**config.mk**
```make
export PLATFORM = sky130hd
export DESIGN_NAME = rsi_fifo
export DESIGN_NICKNAME = d
export VERILOG_FILES = /design/src/design/rsi_fifo.sv
export SDC_FILE = /design/constraint.sdc
export NUM_CORES = 1
export LEC_CHECK = 0
export BUFFER_PORTS_ARGS = -buffer_cell sky130_fd_sc_hd__buf_2
export CORE_MARGIN = 4
export CORE_UTILIZATION = 45
export CTS_CLUSTER_DIAMETER = 150
export CTS_CLUSTER_SIZE = 30
export DETAILED_ROUTE_END_ITERATION = 10
export SYNTH_ARGS = -nofsm -noshare
export SYNTH_HDL_FRONTEND = slang
export SYNTH_SLANG_ARGS = --single-unit
export TNS_END_PERCENT = 5
```
**constraint.sdc**
```tcl
create_clock -name clk -period 2.1 [get_ports clk]
set_clock_uncertainty 0.1 [all_clocks]
set_input_delay 0.42 -clock clk [delete_from_list [all_inputs] [get_ports clk]]
set_output_delay 0.42 -clock clk [all_outputs]
set_load 0.02 [all_outputs]
```
**src/design/rsi_fifo.sv**
```systemverilog
// ----------------------------------------------------------------------------
// rsi_fifo: small register queue between front and back
// Writes at the tail, head readable while not empty.
// ----------------------------------------------------------------------------
module rsi_fifo #(
  parameter int W     = 8,
  parameter int DEPTH = 4
) (
  input  logic         clk,
  input  logic         rst,
  input  logic         push,
  input  logic [W-1:0] din,
  input  logic         pop,
  output logic [W-1:0] dout,
  output logic         empty
);

  localparam int AW = (DEPTH > 1) ? $clog2(DEPTH) : 1;
  localparam int CW = $clog2(DEPTH + 1);

  logic [W-1:0]  mem [DEPTH];
  logic [AW-1:0] wp, rp;
  logic [CW-1:0] cnt;

  always_ff @(posedge clk) begin
    if (rst) begin
      wp  <= '0;
      rp  <= '0;
      cnt <= '0;
    end else begin
      if (push) begin
        wp <= (wp == AW'(DEPTH - 1)) ? '0 : wp + 1'b1;
      end
      if (pop) begin
        rp <= (rp == AW'(DEPTH - 1)) ? '0 : rp + 1'b1;
      end
      cnt <= cnt + CW'(push) - CW'(pop);
    end
  end

  always_ff @(posedge clk) begin
    if (push) begin
      mem[wp] <= din;
    end
  end

  assign dout  = mem[rp];
  assign empty = (cnt == '0);

endmodule

```
==> flow_summary.ini <==
[run_status]
status = finished clean

[route]
vias = 736
ant_nets = 0
drt-initial-drc-count = 42
viasPerCell = 4.72
firstDrtPassIters = 3
drc = 0
route.layer.met1.wl_mm = 1.06
wirelength_mm = 2.25
wl_met2_microns = 997
top_layer = met4
wl_met3_microns = 141
wl_per_cell_microns = 14.4

[finish]
area_growth_syn_to_layout_pct = 17.4
fin_cells = 156
nNetsFinal = 129
diodes = 0
drive_above_1_share_pct = 34.5
fill_cells = 275

[setup_path]
cp-end-kind = output pin
critPathKind = register to output pin
required_ns = 1.58
crit_path_max_incr_delay_ns = 0.50
crit_path_cell_trace = buf_12 -> mux4_2 -> buf_2
reg2reg_setup_slack_ns = 0.43
regToRegEndpoint = cnt[2]
critPathMaxFanout = 8
slowest_stage = mux4_2
reg2reg_depth = 8
crit_arrival_ns = 1.51
cpLargestDelayFamily = multiplexers
timing.rr.start = cnt[0]
cp_num_buf_inv = 2
startpoint_type = register

[die]
rows = 21
pin_count = 21
die_y_microns = 67.6
die_area_sq_um = 4570
die_w_microns = 67.6
core_sq_um = 3390
initial_utilization_pct = 47.1

[cts]
cts_sinks = 41
clk_pin_slew_worst_paths_ns = 0.12
cts_resized = 1
cts_hold_buf = 0
clock_latency_ns = 0.34
cts_setup_buffers = 0
cts_tree = built
clockBufferDepth = 2
htreeDepth = 2
numCtsBuffers = 5
cts_root_buf = clkbuf_4

[placement]
dp_cells = 148
pre_cts_slack_ns = 0.217
gp_congestion = 0.649
io_buffers = 20
dp_hpwl_mm = 1.54

[logic_synthesis]
synth.area.mux_share_pct = 12.5
syn_area_per_cell_sq_um = 19.3
synth-compound-area-share_pct = 0.626
synth_cell_types = 17
yosys_warnings = 0
synthSimpleGateAreaFrac_pct = 5.09
yosys_register_bits = 41
synth_top_family_by_area = multiplexers
synth_nets = 103
synthCells = 83
ys_top_cells_by_area = edfxtp_1, dfxtp_1, mux4_2
synth_area_sq_um = 1600
yosysTopAreaCell = edfxtp_1
yosysTopAreaCellShare_pct = 60.1
synthAdderAreaFrac_pct = 6.73
yosysSeqAreaShare_pct = 71.4
synth-xor-area-share_pct = 1.41

[sta]
slew_viol_final = 0
period_needed_ns = 2.03
tightestPinTransition_ns = 0.443
relSlewSlack_pct = 70.5
setup_slack_ns = 0.0692
fin_hold_ws_ns = 0.181
max_freq_mhz = 492
grt_setup_unrepaired = true
finalCritPeriodShare_pct = 96.7
setup_viol = 0
hold_viol_final = 0

[power]
p_int_mw = 1.42
power.share.clock_pct = 33.9
comb_power_share_pct = 13.5
peakVddDrop_v = 0.000501
power_switching_mw = 0.395
p_per_area_nw_per_um2 = 970
p_sw_share_pct = 21.7
leakage_nw = 0.699
seqPwrFrac_pct = 52.6

[min_path]
min_path_type = input port to register
min_from = din[7]
holdPathEnd = mem[3][7]
hold_depth = 1

[global_routing]
grt_pass1_vias = 744
grt_max_degree = 14
overflow = 0
antenna_found_initial = 0
grt_pass1_wl_mm = 3.67
grt_usage_pct = 11.9

[flow_run]
cap_violations = 0
==> synthesized netlist by cell type (all sizes together) <==
cell,instances
xnor3,1
a21oi,2
ha,7
clkbuf,1
mux4,8
nor2,4
nor3,1
edfxtp,32
mux2i,2
and2,4
or3b,2
nor2b,1
dfxtp,9
buf,1
inv,5
nand2b,2
fa,1
==> sequential cells by signal, summed over array words and instances, names as in the netlist, named ones only <==
name / cells
cnt: 3
rp: 2
mem: 32
wp: 2
==> metrics by stage <==
stage | power, mW | util [%] | TNS, ns | cell area, sq um
4_1_cts | 1.83 | 54.7 | 0 | 1850
6_report | 1.82 | 55.3 | 0 | 1880
2_1_floorplan | 1.14 | - | 0 | 1600
5_1_grt | 1.90 | 55.3 | -0.00985 | 1880
3_5_place_dp | 1.21 | 51.5 | 0 | 1750
3_3_place_gp | 1.21 | 51.5 | 0 | 1750
==> worst max path at each step <==
stage	from	end	slack, ns	depth (start not counted)
after global routing	register	dout[6]	-0.01	3
after CTS	register	dout[5]	0.003	3
after detailed placement	pop	cnt[2]	0.22	8
final	register	dout[6]	0.07	3
after global placement	pop	cnt[2]	0.25	8
after floorplan	pop	cnt[2]	0.41	7
==> cells by family after synthesis <==
logic type / Yosys count
xor gates and xnor gates: 1
adders and majority gates: 8
AOI/OAI and AO/OA: 2
DFF: 41
buffers and inverters: 7
muxes: 10
and+or+nand+nor: 14
==> metal layers <==
metal  vias up  global-route usage (%)
li1        365                       -
met1       346                    15.7
met2        18                    16.6
met3         7                    4.33
met4         0                    6.84
met5         -                       0
==> final cells by class <==
cell class                 instances  area (sq um)  area share [%]
clock buffer                       5          37.5            2.00
clock inverter                     3          65.1            3.47
inverter                           5          18.8            1.00
multi-input combinational         35           422            22.5
sequential                        41          1140            60.9
tap                               46          57.6            3.07
timing repair buffer              21           133            7.07
==> power groups by stage <==
stage	registers [mW]	logic [mW]	clock network (mW)
floorplan	0.966	0.177	0
global placement	0.973	0.233	0
detailed placement	0.976	0.239	0
CTS	0.957	0.241	0.634
global route	0.965	0.275	0.662
finish	0.957	0.245	0.618
==> layout by cell type, fill, tap and decap left out, drive strengths merged <==
master	instances
buf	21
or3b	2
nand2b	2
and2	4
nor2b	1
nor3	1
xnor3	1
a21oi	2
inv	5
bufinv	2
clkbuf	5
edfxtp	32
clkinv	1
dfxtp	9
fa	1
ha	7
mux2i	2
mux4	8
nor2	4
No activity file was read; power rests on OpenSTA's default activity.
